`src/hw/rtl/fqd_pkg.sv`:
```
`timescale 1ns / 1ps
`default_nettype none
// ----------------------------------------------------------------------------
// fqd_pkg: shared types and codes for the queue with indexed delete
// Operation and status codes, beat payload structs, per-cell control.
// ----------------------------------------------------------------------------
package fqd_pkg;

  localparam int DEFAULT_QUEUE_DEPTH = 16;

  localparam logic [1:0] KIND_PUSH   = 2'd0;
  localparam logic [1:0] KIND_POP    = 2'd1;
  localparam logic [1:0] KIND_DELETE = 2'd2;
  localparam logic [1:0] KIND_CLEAR  = 2'd3;

  localparam logic [1:0] ST_OK    = 2'd0;
  localparam logic [1:0] ST_EMPTY = 2'd1;
  localparam logic [1:0] ST_FULL  = 2'd2;
  localparam logic [1:0] ST_RANGE = 2'd3;

  typedef struct packed {
    logic [1:0]         kind;
    logic signed [31:0] value;
    logic [4:0]         position;
  } fqd_cmd_t;

  typedef struct packed {
    logic signed [31:0] popped_value;
    logic [1:0]         status;
    logic [4:0]         occupancy;
  } fqd_rsp_t;

  typedef struct packed {
    logic load;   // take the pushed value
    logic shift;  // take the neighbor's value
  } fqd_cell_ctrl_t;

endpackage
`default_nettype wire

```
`src/hw/rtl/fifo_queue_with_indexed_delete.sv`:
```
`timescale 1ns / 1ps
`default_nettype none
// ----------------------------------------------------------------------------
// fifo_queue_with_indexed_delete: bounded queue with push, pop, delete, clear
// Row of cells, head in cell 0; pop and delete close the gap by shifting upper cells down.
// ----------------------------------------------------------------------------
// Usage:
//   Drive cmd and raise start; the beat is taken on any edge where busy is
//   low. busy stays low: each cell decides from the count and the command
//   whether to hold, load the pushed value or take its upper neighbor, so
//   every operation finishes in the cycle it is taken.
//   The response appears on rsp with done high in the cycle after the
//   command beat. Throughput: one command per cycle.
//   Response: popped_value is the head on a good pop, 1 on an empty pop,
//   else 0; status flags empty pop, full push or bad delete position;
//   occupancy is the count after the command (low five bits).
//   Reset clears the count and done; cell contents are not cleared and
//   are never read before being written.
//   The receiver cannot stall: a response is valid for its one cycle only.
// ----------------------------------------------------------------------------
module fifo_queue_with_indexed_delete
  import fqd_pkg::*;
#(
  parameter int QUEUE_DEPTH = DEFAULT_QUEUE_DEPTH
) (
  input  wire logic     clk,
  input  wire logic     rst,
  input  wire logic     start,
  output logic          busy,
  input  wire fqd_cmd_t cmd,
  output logic          done,
  output fqd_rsp_t      rsp
);

  localparam int CW   = $clog2(QUEUE_DEPTH + 1);
  localparam int CMPW = (CW > 5) ? CW : 5;

  logic [CW-1:0]      count;
  logic [CW-1:0]      count_next;
  logic               done_next;
  fqd_rsp_t           rsp_next;
  logic               accept;
  logic               do_push;
  logic               do_shift;
  logic [CMPW-1:0]    shift_from;
  logic [CMPW-1:0]    pos_w;
  logic [CMPW-1:0]    count_w;
  logic signed [31:0] entries [QUEUE_DEPTH];

  assign busy    = 1'b0;
  assign accept  = start && !busy;
  assign pos_w   = CMPW'(cmd.position);
  assign count_w = CMPW'(count);

  always_comb begin
    count_next = count;
    do_push    = 1'b0;
    do_shift   = 1'b0;
    shift_from = '0;
    rsp_next   = '0;
    if (accept) begin
      case (cmd.kind)
        KIND_PUSH: begin
          if (count == CW'(QUEUE_DEPTH)) begin
            rsp_next.status = ST_FULL;
          end else begin
            do_push    = 1'b1;
            count_next = count + CW'(1);
          end
        end
        KIND_POP: begin
          if (count == '0) begin
            rsp_next.popped_value = 32'sd1;
            rsp_next.status       = ST_EMPTY;
          end else begin
            rsp_next.popped_value = entries[0];
            do_shift              = 1'b1;
            count_next            = count - CW'(1);
          end
        end
        KIND_DELETE: begin
          if (pos_w == '0 || pos_w > count_w) begin
            rsp_next.status = ST_RANGE;
          end else begin
            do_shift   = 1'b1;
            shift_from = pos_w - CMPW'(1);
            count_next = count - CW'(1);
          end
        end
        KIND_CLEAR: begin
          count_next = '0;
        end
        default: begin
          count_next = count;
        end
      endcase
    end
    rsp_next.occupancy = 5'(count_next);
  end

  assign done_next = accept;

  genvar gi;
  generate
    for (gi = 0; gi < QUEUE_DEPTH; gi++) begin : g_cell
      fqd_cell_ctrl_t     ctrl;
      logic signed [31:0] upper;

      assign ctrl.load  = do_push && (count == CW'(gi));
      assign ctrl.shift = do_shift && (CMPW'(gi) >= shift_from);

      if (gi == QUEUE_DEPTH - 1) begin : g_last
        assign upper = entries[gi];
      end else begin : g_mid
        assign upper = entries[gi+1];
      end

      fqd_cell u_cell (
        .clk            (clk),
        .ctrl           (ctrl),
        .push_value     (cmd.value),
        .neighbor_value (upper),
        .entry          (entries[gi])
      );
    end
  endgenerate

  always_ff @(posedge clk) begin
    if (rst) begin
      count <= '0;
      done  <= 1'b0;
    end else begin
      count <= count_next;
      done  <= done_next;
    end
  end

  // Response payload needs no reset; done qualifies it.
  always_ff @(posedge clk) begin
    rsp <= rsp_next;
  end

`ifndef SYNTH
  a_count_bound: assert property (@(posedge clk) disable iff (rst)
    count <= CW'(QUEUE_DEPTH))
    else $error("queue count above depth");

  a_done_follows: assert property (@(posedge clk) disable iff (rst)
    accept |=> done)
    else $error("response missing after command beat");

  a_empty_pop: assert property (@(posedge clk) disable iff (rst)
    (done && rsp.status == ST_EMPTY) |-> (rsp.occupancy == 5'd0 && count == '0))
    else $error("empty pop with nonzero occupancy");
`endif

endmodule
`default_nettype wire

```
`src/hw/rtl/fqd_cell.sv`:
```
`timescale 1ns / 1ps
`default_nettype none
// ----------------------------------------------------------------------------
// fqd_cell: one storage cell of the queue chain
// Holds one entry; loads a pushed value or takes its upper neighbor's entry.
// ----------------------------------------------------------------------------
module fqd_cell
  import fqd_pkg::*;
(
  input  wire logic               clk,
  input  wire fqd_cell_ctrl_t     ctrl,
  input  wire logic signed [31:0] push_value,
  input  wire logic signed [31:0] neighbor_value,
  output logic signed [31:0]      entry
);

  always_ff @(posedge clk) begin
    if (ctrl.shift) begin
      entry <= neighbor_value;
    end else if (ctrl.load) begin
      entry <= push_value;
    end
  end

endmodule
`default_nettype wire

```
`config.mk`:
```
export PLATFORM = sky130hd
export DESIGN_NAME = fifo_queue_with_indexed_delete
export DESIGN_NICKNAME = d
export VERILOG_FILES = /design/src/hw/rtl/fqd_pkg.sv /design/src/hw/rtl/fifo_queue_with_indexed_delete.sv /design/src/hw/rtl/fqd_cell.sv
export SDC_FILE = /design/constraint.sdc
export NUM_CORES = 1
export LEC_CHECK = 0
export BUFFER_PORTS_ARGS = -buffer_cell sky130_fd_sc_hd__buf_2
export CORE_ASPECT_RATIO = 1.75
export CORE_MARGIN = 1.5
export CORE_UTILIZATION = 53
export DETAILED_ROUTE_END_ITERATION = 6
export GPL_TIMING_DRIVEN = 0
export PLACE_DENSITY = 0.7
export RECOVER_POWER = 100
export SYNTH_ARGS = -nofsm -noshare
export SYNTH_HDL_FRONTEND = slang
export SYNTH_SLANG_ARGS = --single-unit
```
`constraint.sdc`:
```
create_clock -name clk -period 4.8 [get_ports clk]
set_clock_uncertainty 0.2 [all_clocks]
set_input_delay 0 -clock clk [delete_from_list [all_inputs] [get_ports clk]]
set_output_delay 0 -clock clk [all_outputs]
set_load 0.03 [all_outputs]
```
After elaboration in Yosys (flattened, before gate mapping). Cells that the tools add are included.

Register bits after elaboration: 557. Output and inout port bits: 41. Word-level logic and storage cells: 168. Input port bits: 42.

Reduce and logical (&&, ||, !) cells: 54. Order comparisons: 17. Muxes and demuxes: 50. Equal/unequal tests: 19. Bitwise operators: 3. Add/sub/neg operators: 3.

Operators by type and width (count): $mux 32 (30); $eq 5x4->1 const B (8); $ge 4x5->1 const A (8); $mux 5 (7); $logic_and 1x1->1 (32); $reduce_bool 2->1 (15); $eq 5x3->1 const B (4); $ge 3x5->1 const A (4); $pmux 5 s4 (1); $eq 5x2->1 const B (2); $ge 1x5->1 const A (2); $ge 2x5->1 const A (2); $logic_not 5->1 (2); $sub 5x1->5 const B (2); $mux 1 (8); $pmux 2 s3 (1); $add 5x1->5 const B (1); $eq 5x1->1 const B (1); $eq 5x5->1 const B (1); $gt 5x5->1 (1); $eq 2x2->1 const B (2); $mux 2 (2); $reduce_and 2->1 (2); $not 1->1 (3); other kinds (5) (5).

Longest topological paths before layout. Gate-level depths: netlist of run 1.

Depth after elaboration: 9. Gate-level depth with buffers: 13. Mapped depth without buffers: 9.

Hierarchy. Synthesis of run 1 repeated with hierarchy kept, for this count alone.

Cell total of the unflattened synthesis: 1375. Area, all modules: 26421.6 µm².

Modules (own cells, without submodules): fqd_cell (instances 16, cells each 69, sequential area each 960.9 µm², area an instance 1507.7 µm²); fifo_queue_with_indexed_delete (instances 1, cells each 271, sequential area each 900.9 µm², area an instance 2298.5 µm²).

Worst setup path after synthesis of run 1. OpenSTA, ideal clock, no wires.

Path type: reg2reg. From: reg count[0]. To: reg g_cell[0].u_cell.entry[0] (enable). Data arrival time: 3.676 ns. Cell stages (with the launch flop): 5. Clock period less this slack: 4.342 ns. Buffers on the path: 0. Setup time: 0.466 ns. Slack: 0.458 ns. Required time: 4.134 ns. Path through: dfxtp_1 > inv_1 > ha_1 > or4b_2 > o21ai_0.

Cells in the longest elaborated chain, start to end: 8. Elaborated cells between the ends (all ways): 18. Those cells by class: 2 x order compare; 1 x eq/ne; 10 x mux; 5 x reduce/logical.

RTL lines: from (decl) (line fifo_queue_with_indexed_delete.sv:38) `logic [CW-1:0] count;`; from (signal assigned) (line fifo_queue_with_indexed_delete.sv:133) `count <= count_next;`; $gt 5x5->1 (line fifo_queue_with_indexed_delete.sv:82) `if (pos_w == '0 || pos_w > count_w) begin`; $logic_or 1x1->1 (line fifo_queue_with_indexed_delete.sv:82); $mux 5 (line fifo_queue_with_indexed_delete.sv:82); $mux 5 (line fifo_queue_with_indexed_delete.sv:62) `case (cmd.kind)`; $mux 5 (line fifo_queue_with_indexed_delete.sv:61) `if (accept) begin`; $ge 1x5->1 (line fifo_queue_with_indexed_delete.sv:110) `assign ctrl.shift = do_shift && (CMPW'(gi) >= shift_from);`; $logic_and 1x1->1 (line fifo_queue_with_indexed_delete.sv:110); $reduce_bool 2->1 (no source line) (*); to (signal assigned) (line fqd_cell.sv:19) `entry <= neighbor_value;`; to (signal assigned) (line fqd_cell.sv:21) `entry <= push_value;`; to (decl) (line fqd_cell.sv:14) `output logic signed [31:0] entry`.

Every way passes the cells marked *; elsewhere a longest branch is shown, timed or not. A chain may end at the register's enable or synchronous reset.

Final worst setup path of run 1.
From: reg count[2]. To: reg g_cell[1].u_cell.entry[14] (enable).

Cells in the longest elaborated chain, start to end: 8. Elaborated cells between the ends (all ways): 19. Those cells by class: 2 x order compare; 2 x eq/ne; 10 x mux; 5 x reduce/logical.

RTL lines (line): $gt 5x5->1 (fifo_queue_with_indexed_delete.sv:82); $logic_or 1x1->1 (fifo_queue_with_indexed_delete.sv:82); $mux 5 (fifo_queue_with_indexed_delete.sv:82); $mux 5 (fifo_queue_with_indexed_delete.sv:62); $mux 5 (fifo_queue_with_indexed_delete.sv:61); $ge 1x5->1 (fifo_queue_with_indexed_delete.sv:110); $logic_and 1x1->1 (fifo_queue_with_indexed_delete.sv:110); $reduce_bool 2->1 (no source line) (*); to (signal assigned) (fqd_cell.sv:19); to (signal assigned) (fqd_cell.sv:21); to (decl) (fqd_cell.sv:14).

Marked as above.

==> results.sh, run 1 <==
export IMPL_ys_ff_latch=557
export IMPL_path_class="reg2reg"
export IMPL_worst_slew_pin_slew_ns=1.74
export IMPL_arrival_ns=4.79
export IMPL_crit_path_start_kind="flip-flop"
export IMPL_report_final_setup_viol=0
export IMPL_rr_endpoint="g_cell[1].u_cell.entry[14]$_DFFE_PP_"
export IMPL_p_per_area_nw_per_um2=382
export IMPL_syn_area_um2=23600
export IMPL_gp_congestion=0.870
export IMPL_area_growth_pct=13.7
export IMPL_via_per_inst=5.74
export IMPL_clk_latency_ns=0.58
export IMPL_grt_total_usage=0.233
export IMPL_slew_headroom=-0.172
export IMPL_grt_pass1_wl_um=78500
export IMPL_post_place_ws_ns=0.340
export IMPL_h_tree_depth=2
export IMPL_ys_seq_area_frac=0.689
export IMPL_fillers=3377
export IMPL_grt_pass1_vias=12800
export IMPL_dr_pass1_iters=6
export IMPL_max_stage_delay_ns=1.38
export IMPL_violations="max-capacitance violations, max-slew violations"
export IMPL_syn_nets=1415
export IMPL_finalNetCount=1603
export IMPL_crit_family="compound AO/OA/AOI/OAI gates"
export IMPL_grt_ovfl_total=0
export IMPL_hp_start="cmd[0]"
export IMPL_grt_start_max_net_pins=28
export IMPL_status="finished, violations left"
export IMPL_p_leak_nw=8.86
export IMPL_core_um2=44200
export IMPL_place_inst=2025
export IMPL_ys_types=47
export IMPL_peakVddDrop_v=0.000305
export IMPL_grt_antenna_before_repair=0
export IMPL_min_period_over_period=0.973
export IMPL_finalHoldViolCount=0
export IMPL_holdPathEnd="g_cell[12].u_cell.entry[2]$_DFFE_PP_"
export IMPL_stdcell_count=2153
export IMPL_start_util=0.535
export IMPL_totalWireLength_um=52500
export IMPL_maxSlewViolCount=7
export IMPL_rr_worst_depth=11
export IMPL_multiInputGateArea_um2=6870
export IMPL_cts_sinks=557
export IMPL_p_total_mw=10.3
export IMPL_drc_errors=0
export IMPL_drtIter0Drc=1049
export IMPL_io_pins=83
export IMPL_cts_path_max_buffers=3
export IMPL_cap_violations=1
export IMPL_fmax_ghz=0.214
export IMPL_diodes=0
export IMPL_dp_hpwl_um=36200
export IMPL_yosysWarnings=0
export IMPL_rrSetupSlack_ns=0.13
export IMPL_crit_buf_inv=4
export IMPL_synthCells=1356
export IMPL_setup_tns_final_ns=0
export IMPL_path_cells="buf_2 -> inv_1 -> ha_1 -> o211ai_1 -> a21oi_1 -> o21ai_2 -> nand3_1 -> o21ai_0 -> buf_2 -> o21ai_4 -> buf_12"
export IMPL_cp_max_fo=19
export IMPL_cp_end_kind="flip-flop"
export IMPL_cp_common_cell="buf_2"
export IMPL_rsz0062_at_grt="no"
export IMPL_die_area_um2=45900
export IMPL_syn_area_per_cell_um2=17.4
export IMPL_crit_required_ns=4.92
export IMPL_routedWlPerCell_um=24.4
export IMPL_clkTransAtPathRegs_ns=0.07
export IMPL_fp_row_count=102
export IMPL_drive_gt1_frac=0.366
export IMPL_vias=12400
export IMPL_setup_slack_ns=0.129
export IMPL_crit_path_top_delay_cell="o21ai_0"
export IMPL_min_path_type="in2reg"
export IMPL_regArea_um2=16300
export IMPL_io_buffers=81
export IMPL_die_height_um=282
export IMPL_post_cts_buffers=0
export IMPL_cts_made_buffers=49
export IMPL_ant_nets=0
export IMPL_cts_tree="yes"
export IMPL_startpoint="count[2]$_SDFF_PP0_"
export IMPL_rr_startpoint="count[2]$_SDFF_PP0_"
export IMPL_root_buffer="clkbuf_16"
export IMPL_period_needed_ns=4.67
export IMPL_die_x_um=163
export IMPL_whs_path_depth=4
-- metrics by stage --
stage	hold WS (ns)	cell area, um^2	utilization
6_report	0.00967	26900	0.608
2_1_floorplan	-0.133	23600	-
3_3_place_gp	0.0748	24800	0.561
3_5_place_dp	0.0812	25300	0.573
4_1_cts	0.00308	27200	0.617
5_1_grt	0.00224	26900	0.608
-- cells in the final DEF (no fill, tap or decap), types with 3 or more instances in the layout --
| master | netlist | final |
|---|---|---|
| clkbuf_1 | 42 | 155 |
| nand2b_1 | 4 | 4 |
| o22ai_2 | 0 | 6 |
| nand4_1 | 3 | 3 |
| o21ai_0 | 8 | 8 |
| inv_1 | 14 | 14 |
| a21oi_1 | 18 | 19 |
| edfxtp_1 | 512 | 512 |
| dfxtp_1 | 45 | 45 |
| buf_16 | 0 | 4 |
| o21bai_4 | 0 | 6 |
| nand2_1 | 29 | 29 |
| buf_4 | 10 | 3 |
| nor2_1 | 21 | 26 |
| clkbuf_16 | 0 | 49 |
| a21oi_2 | 0 | 3 |
| buf_6 | 14 | 9 |
| dlygate4sd3_1 | 0 | 40 |
| clkinv_2 | 0 | 5 |
| mux2_2 | 462 | 443 |
| bufinv_16 | 0 | 4 |
| buf_2 | 26 | 13 |
| clkinv_1 | 0 | 13 |
| nand3_1 | 9 | 9 |
| o211ai_1 | 4 | 4 |
| clkbuf_2 | 0 | 10 |
| xnor2_1 | 3 | 3 |
| mux2_1 | 18 | 37 |
| and3_1 | 33 | 33 |
| a31oi_1 | 3 | 4 |
| nor2b_1 | 3 | 3 |
| buf_12 | 0 | 7 |
| ha_1 | 17 | 17 |
-- layout make-up --
| cell class | count | area share |
|---|---|---|
| inverters | 14 | 0.00196 |
| flip-flops and latches | 557 | 0.606 |
| clock buffers | 62 | 0.0478 |
| repair buffers | 137 | 0.0378 |
| multi-input cells | 693 | 0.256 |
| clock inverters | 26 | 0.00899 |
| well taps | 572 | 0.0266 |
| plain buffers | 92 | 0.0153 |
-- state kept, by name, indices dropped and copies added (netlist names) --
register and cells:
g_cell.u_cell.entry 512, done 1, rsp 39, count 5
-- how the worst max path moves through the flow --
stage / endpoint / slack (ns) / depth (start not counted)
final: g_cell[1].u_cell.entry[14]$_DFFE_PP_ / 0.13 / 11
after global routing: g_cell[5].u_cell.entry[14]$_DFFE_PP_ / 0.06 / 14
after CTS: g_cell[4].u_cell.entry[30]$_DFFE_PP_ / 0.33 / 13
after detailed placement: g_cell[4].u_cell.entry[13]$_DFFE_PP_ / 0.34 / 13
after global placement: g_cell[1].u_cell.entry[13]$_DFFE_PP_ / -2.08 / 7
after floorplan: g_cell[0].u_cell.entry[0]$_DFFE_PP_ / 0.46 / 4
-- routing by layer --
layer | global-route usage | part of all wire
met3 | 0.0268 | 0.033
met5 | 0 | 0
met1 | 0.264 | 0.37
met2 | 0.447 | 0.56
met4 | 0.0854 | 0.035
-- power breakdown --
group | internal (mW) | leakage, nW | total, mW | switching (mW)
clock network | 2.12 | 0.742 | 3.88 | 1.76
registers | 5.49 | 5.00 | 5.53 | 0.0376
logic | 0.374 | 3.11 | 0.864 | 0.490
total | 7.98 | 8.86 | 10.3 | 2.29
-- Yosys cell counts, drive strengths merged --
library cell    n  area [um^2]
edfxtp        512        15400
mux2          480         5410
buf            50          363
dfxtp          45          901
clkbuf         42          158
and3           33          206
nand2          29          109
nor2           28          123
a21oi          23          171
ha             17          213
inv            14         52.6
o21ai          13         68.8
nand3           9         45.0
o21bai          8         60.1
o22ai           7         43.8
a31oi           4         31.3
nand2b          4         25.0
o211ai          4         30.0
nand4           3         18.8
nor2b           3         18.8
nor3            3         20.0
xnor2           3         26.3
a211oi          2         15.0
a2bb2oi         2         17.5
nor4            2         18.8
o211a           2         20.0
o21a            2         15.0
or2             2         12.5
or3             2         12.5
a31o            1         8.76
a41oi           1         8.76
and2            1         6.26
and4            1         8.76
conb            1         3.75
o311a           1         10.0
o31ai           1         7.51
or4b            1         10.0
-- repair_timing --
item,in CTS,in global routing
hold buffers,40,0
hold endpoints to repair,213,0
endpoints found under the setup margin,0,0
gates resized for setup,0,0
-- kinds of logic after synthesis --
kind of cell             count (synthesis)  synth area share
flip-flops                             557             0.689
adder cells (fa/ha/maj)                 17           0.00900
AND/OR/NAND/NOR                        121            0.0268
buffers and inverters                  106            0.0242
XOR/XNOR                                 3           0.00111
multiplexers                           480             0.229
other                                    1          0.000159
AO/OA/AOI/OAI                           71            0.0215
-- worst reg2reg max path, delay by kind of cell, from the launching register on --
family,cells,cell delay [ns]
buffers and inverters,4,1.15
and+or+nand+nor,1,0.18
adders and majority gates,1,0.36
AOI/OAI and AO/OA,5,2.21
DFF,1,0.31
(Power assumes the default switching activity.)
==> run 2, diff against run 1 <==
GPL_TIMING_DRIVEN = default   (was 0)
==> results.sh, run 2 (same netlist as run 1, synthesis figures left out) <==
export IMPL_ant_nets=0
export IMPL_io_buffers=81
export IMPL_path_class="reg2reg"
export IMPL_grt_total_usage=0.198
export IMPL_fillers=3401
export IMPL_root_buffer="clkbuf_16"
export IMPL_via_per_inst=5.69
export IMPL_drc_errors=0
export IMPL_p_leak_nw=8.65
export IMPL_grt_ovfl_total=0
export IMPL_cp_max_fo=32
export IMPL_diodes=0
export IMPL_p_per_area_nw_per_um2=381
export IMPL_setup_tns_final_ns=0
export IMPL_clk_latency_ns=0.57
export IMPL_h_tree_depth=2
export IMPL_post_place_ws_ns=0.705
export IMPL_slew_headroom=0.0549
export IMPL_status="finished, final reports clean"
export IMPL_dr_pass1_iters=5
export IMPL_p_total_mw=10.1
export IMPL_place_inst=1948
export IMPL_layout_commonest_cell="edfxtp_1"
export IMPL_worst_slew_pin_slew_ns=1.42
export IMPL_hp_start="rst"
export IMPL_rr_startpoint="count[2]$_SDFF_PP0_"
export IMPL_fmax_ghz=0.233
export IMPL_finalHoldViolCount=0
export IMPL_crit_required_ns=4.91
export IMPL_arrival_ns=4.40
export IMPL_max_stage_delay_ns=0.74
export IMPL_clkTransAtPathRegs_ns=0.06
export IMPL_fp_row_count=102
export IMPL_core_um2=44200
export IMPL_die_x_um=163
export IMPL_routedWlPerCell_um=21.3
export IMPL_largest_register="g_cell.u_cell.entry"
export IMPL_crit_path_top_delay_cell="clkbuf_2"
export IMPL_stdcell_count=2076
export IMPL_cts_tree="yes"
export IMPL_path_cells="inv_1 -> ha_1 -> o211ai_1 -> a21oi_1 -> o21ai_2 -> a31oi_1 -> or2_1 -> a21oi_4 -> clkbuf_2 -> mux2_2"
export IMPL_min_path_type="in2reg"
export IMPL_setup_slack_ns=0.515
export IMPL_die_area_um2=45900
export IMPL_vias=11800
export IMPL_peakVddDrop_v=0.000281
export IMPL_startpoint="count[2]$_SDFF_PP0_"
export IMPL_cp_end_kind="flip-flop"
export IMPL_busiest_layer="met2"
export IMPL_crit_path_start_kind="flip-flop"
export IMPL_grt_util_met2=0.363
export IMPL_period_needed_ns=4.29
export IMPL_most_common_layout_cells="edfxtp_1 (512), mux2_2 (449), clkbuf_1 (91)"
export IMPL_grt_start_max_net_pins=33
export IMPL_drtIter0Drc=658
export IMPL_totalWireLength_um=44100
export IMPL_grt_antenna_before_repair=0
export IMPL_largest_reg_flops=512
export IMPL_die_height_um=282
export IMPL_use_met1=0.234
export IMPL_rrSetupSlack_ns=0.51
export IMPL_ctsResizeCount=0
export IMPL_crit_family="compound AO/OA/AOI/OAI gates"
export IMPL_maxSlewViolCount=0
export IMPL_dp_hpwl_um=29700
export IMPL_crit_buf_inv=2
export IMPL_post_cts_buffers=0
export IMPL_cts_path_max_buffers=3
export IMPL_start_util=0.535
export IMPL_grt_pass1_vias=12600
export IMPL_report_final_setup_viol=0
export IMPL_reg_top3="g_cell.u_cell.entry x512, rsp x39, count x5"
export IMPL_area_growth_pct=11.7
export IMPL_drive_gt1_frac=0.384
export IMPL_cts_made_buffers=49
export IMPL_io_pins=83
export IMPL_gp_congestion=0.906
export IMPL_grt_pass1_wl_um=70200
export IMPL_finalNetCount=1524
export IMPL_cap_violations=0
export IMPL_min_period_over_period=0.893
export IMPL_holdBufCountCts=38
export IMPL_cts_sinks=557
export IMPL_use_met3=0.0284
export IMPL_rsz0062_at_grt="no"
==> run 2: cell types whose count changed in the layout (fill, tap and decap cells not counted), moves of 5 or more <==
cell,before,now
clkbuf_1,155,91
buf_6,9,0
buf_4,3,10
mux2_1,37,31
mux2_2,443,449
o22ai_2,6,0
o22ai_4,0,5
==> run 2: path summary, 6_finish.rpt <==
check / endpoint / cells after the start
worst max-delay path: g_cell[6].u_cell.entry[24]$_DFFE_PP_ / 10
worst min-delay path: done$_SDFF_PP0_ / 3
worst max register to register: g_cell[6].u_cell.entry[24]$_DFFE_PP_ / 10
worst min register to register: rsp[30]$_SDFF_PP0_ / 1
==> run 2: tightest hold or removal path, delay by kind of cell <==
family                 cells  cell delay [ns]
and+or+nand+nor            1             0.05
buffers and inverters      2             0.71
==> run 2: layer usage <==
layer	up-vias	share of wire
li1	5480	-
met1	6016	0.39
met2	234	0.54
met3	85	0.038
met4	0	0.032
met5	-	0
==> run 2: stage by stage <==
step           area (um^2)  hold slack (ns)   util
6_report             26400           0.0346  0.598
5_1_grt              26400           0.0597  0.598
4_1_cts              26600           0.0203  0.603
3_5_place_dp         24800           0.0829  0.561
3_3_place_gp         24800           0.0792  0.561
2_1_floorplan        23600           -0.133      -
==> run 2: power by group <==
part           leakage, nW  total [mW]  internal [mW]  switching (mW)
clock                0.731        3.74           2.04            1.69
combinational         2.92       0.797          0.351           0.445
sequential            5.00        5.53           5.50          0.0349
==> run 2: area by class of cell <==
cell class / count / area [um^2] / share of cell area
Clock buffer: 66 / 1320 / 0.0500
Clock inverter: 24 / 180 / 0.00682
Inverter: 14 / 52.6 / 0.00199
Multi-Input combinational cell: 693 / 6960 / 0.263
Sequential cell: 557 / 16300 / 0.616
Tap cell: 572 / 716 / 0.0271
Timing Repair Buffer: 150 / 915 / 0.0346
==> run 3, diff against run 2 <==
CTS_BUF_LIST = sky130_fd_sc_hd__clkbuf_4   (was default)
==> results.sh, run 3 (same netlist as run 1, synthesis figures left out) <==
export IMPL_status="finished, violations left"
export IMPL_violations="max-capacitance violations, max-slew violations"
export IMPL_p_leak_nw=9.10
export IMPL_final_core_util=0.613
export IMPL_largest_register="g_cell.u_cell.entry"
export IMPL_use_met1=0.255
export IMPL_p_per_area_nw_per_um2=369
export IMPL_post_place_ws_ns=0.705
export IMPL_maxSlewViolCount=33
export IMPL_arrival_ns=4.65
export IMPL_clk_latency_ns=0.84
export IMPL_via_per_inst=5.56
export IMPL_finalHoldViolCount=0
export IMPL_dp_hpwl_um=29700
export IMPL_power_frac_seq=0.553
export IMPL_clkTransAtPathRegs_ns=0.07
export IMPL_max_stage_delay_ns=0.59
export IMPL_grt_antenna_before_repair=2
export IMPL_worst_slew_pin_slew_ns=1.96
export IMPL_root_buffer="clkbuf_4"
export IMPL_busiest_layer="met2"
export IMPL_min_period_over_period=0.893
export IMPL_p_int_mw=7.72
export IMPL_grt_pass1_vias=13400
export IMPL_reg_top3="g_cell.u_cell.entry x512, rsp x39, count x5"
export IMPL_p_total_mw=9.99
export IMPL_switching_share=0.228
export IMPL_p_comb_frac=0.085
export IMPL_rsz0062_at_grt="no"
export IMPL_hp_start="cmd[37]"
export IMPL_die_area_um2=45900
export IMPL_netSwitchingPower_mw=2.27
export IMPL_grt_ovfl_total=0
export IMPL_crit_required_ns=5.16
export IMPL_cp_max_fo=32
export IMPL_setup_tns_final_ns=0
export IMPL_crit_buf_inv=3
export IMPL_die_height_um=282
export IMPL_io_pins=83
export IMPL_grt_total_usage=0.216
export IMPL_path_cells="inv_1 -> ha_1 -> o211ai_1 -> a21oi_1 -> o21ai_2 -> a31oi_1 -> or2_1 -> clkbuf_2 -> nor2_4 -> buf_4 -> mux2_1"
export IMPL_crit_path_top_delay_cell="or2_1"
export IMPL_area_growth_pct=14.5
export IMPL_vias=12600
export IMPL_cts_made_buffers=121
export IMPL_crit_family="buffers and inverters"
export IMPL_h_tree_depth=3
export IMPL_report_final_setup_viol=0
export IMPL_routedWlPerCell_um=21.1
export IMPL_layout_commonest_cell="edfxtp_1"
export IMPL_drtIter0Drc=629
export IMPL_period_needed_ns=4.29
export IMPL_start_util=0.535
export IMPL_clkPwrFrac=0.361
export IMPL_cts_sinks=557
export IMPL_core_um2=44200
export IMPL_rr_startpoint="count[2]$_SDFF_PP0_"
export IMPL_drive_gt1_frac=0.420
export IMPL_cts_path_max_buffers=3
export IMPL_ant_nets=0
export IMPL_dr_pass1_iters=5
export IMPL_io_buffers=81
export IMPL_gp_congestion=0.906
export IMPL_peakVddDrop_v=0.000193
export IMPL_fp_row_count=102
export IMPL_most_common_layout_cells="edfxtp_1 (512), mux2_2 (448), clkbuf_4 (182)"
export IMPL_drc_errors=0
export IMPL_cp_end_kind="flip-flop"
export IMPL_largest_reg_flops=512
export IMPL_totalWireLength_um=47800
export IMPL_grt_start_max_net_pins=33
export IMPL_setup_slack_ns=0.513
export IMPL_min_path_type="in2reg"
export IMPL_fmax_ghz=0.233
export IMPL_grt_util_met2=0.384
export IMPL_slew_headroom=-0.307
export IMPL_finalNetCount=1650
export IMPL_path_class="reg2reg"
export IMPL_die_x_um=163
export IMPL_cap_violations=1
export IMPL_cts_tree="yes"
export IMPL_grt_pass1_wl_um=75000
export IMPL_crit_path_start_kind="flip-flop"
export IMPL_use_met3=0.0431
export IMPL_startpoint="count[2]$_SDFF_PP0_"
==> run 3: cell count changes in the layout (fill, tap and decap cells not counted), moves of 3 or more <==
cell	delta
clkbuf_16	-49
clkinv_1	+16
clkbuf_8	-3
clkbuf_4	+182
dlygate4sd3_1	+54
clkbuf_2	-4
buf_4	+4
clkbuf_1	-14
diode_2	+4
==> run 3: metal layers <==
metal,up-vias,part of all wire,wire [um]
met5,-,0,0
met4,0,0.033,1560
met3,109,0.043,2050
met2,300,0.53,25200
met1,6365,0.40,19000
li1,5812,-,-
==> run 3: stage by stage <==
stage | instances | instance area [um^2] | hold slack [ns]
floorplan | 1356 | 23600 | -0.133
CTS | 2260 | 27300 | 0.00379
global placement | 1948 | 24800 | 0.0792
detailed placement | 1948 | 24800 | 0.0829
finish | 2264 | 27100 | 0.116
global route | 2261 | 27100 | 0.0925
==> run 3: power by group through the flow <==
stage	Sequential (mW)	Combinational [mW]	Clock, mW
detailed placement	5.64	0.798	0
finish	5.53	0.851	3.61
global route	5.54	0.924	3.94
floorplan	5.66	0.542	0
global placement	5.63	0.779	0
CTS	5.53	0.875	3.73
==> run 3: path summary, 6_finish.rpt <==
kind                            slack [ns]  depth (start not counted)                                    end
worst max-delay path                  0.51                         11  g_cell[14].u_cell.entry[24]$_DFFE_PP_
worst min-delay path                  0.12                          5                      rsp[7]$_SDFF_PN0_
worst max register to register        0.51                         11  g_cell[14].u_cell.entry[24]$_DFFE_PP_
worst min register to register        0.26                          1                     rsp[35]$_SDFF_PP0_
==> run 3: area by class of cell <==
cell class	count	area (um^2)
antenna	4	10.0
clock buffer	182	1370
clock inverter	38	208
fill	3401	17100
inverter	14	52.6
multi-input combinational	693	6980
sequential	557	16300
tap	572	716
timing repair buffer	204	1470
==> run 3: what timing repair did <==
action	in CTS	in global routing
hold buffers	92	0
endpoints found under the hold margin	623	0
buffers inserted	0	0
gates resized for setup	0	0
==> run 3: worst reg2reg max path: stages, from the launching register on <==
cell and delay (ns):
dfxtp_1 0.51, inv_1 0.19, ha_1 0.35, o211ai_1 0.08, a21oi_1 0.22, o21ai_2 0.15, a31oi_1 0.47, or2_1 0.59
clkbuf_2 0.54, nor2_4 0.07, buf_4 0.28, mux2_1 0.37
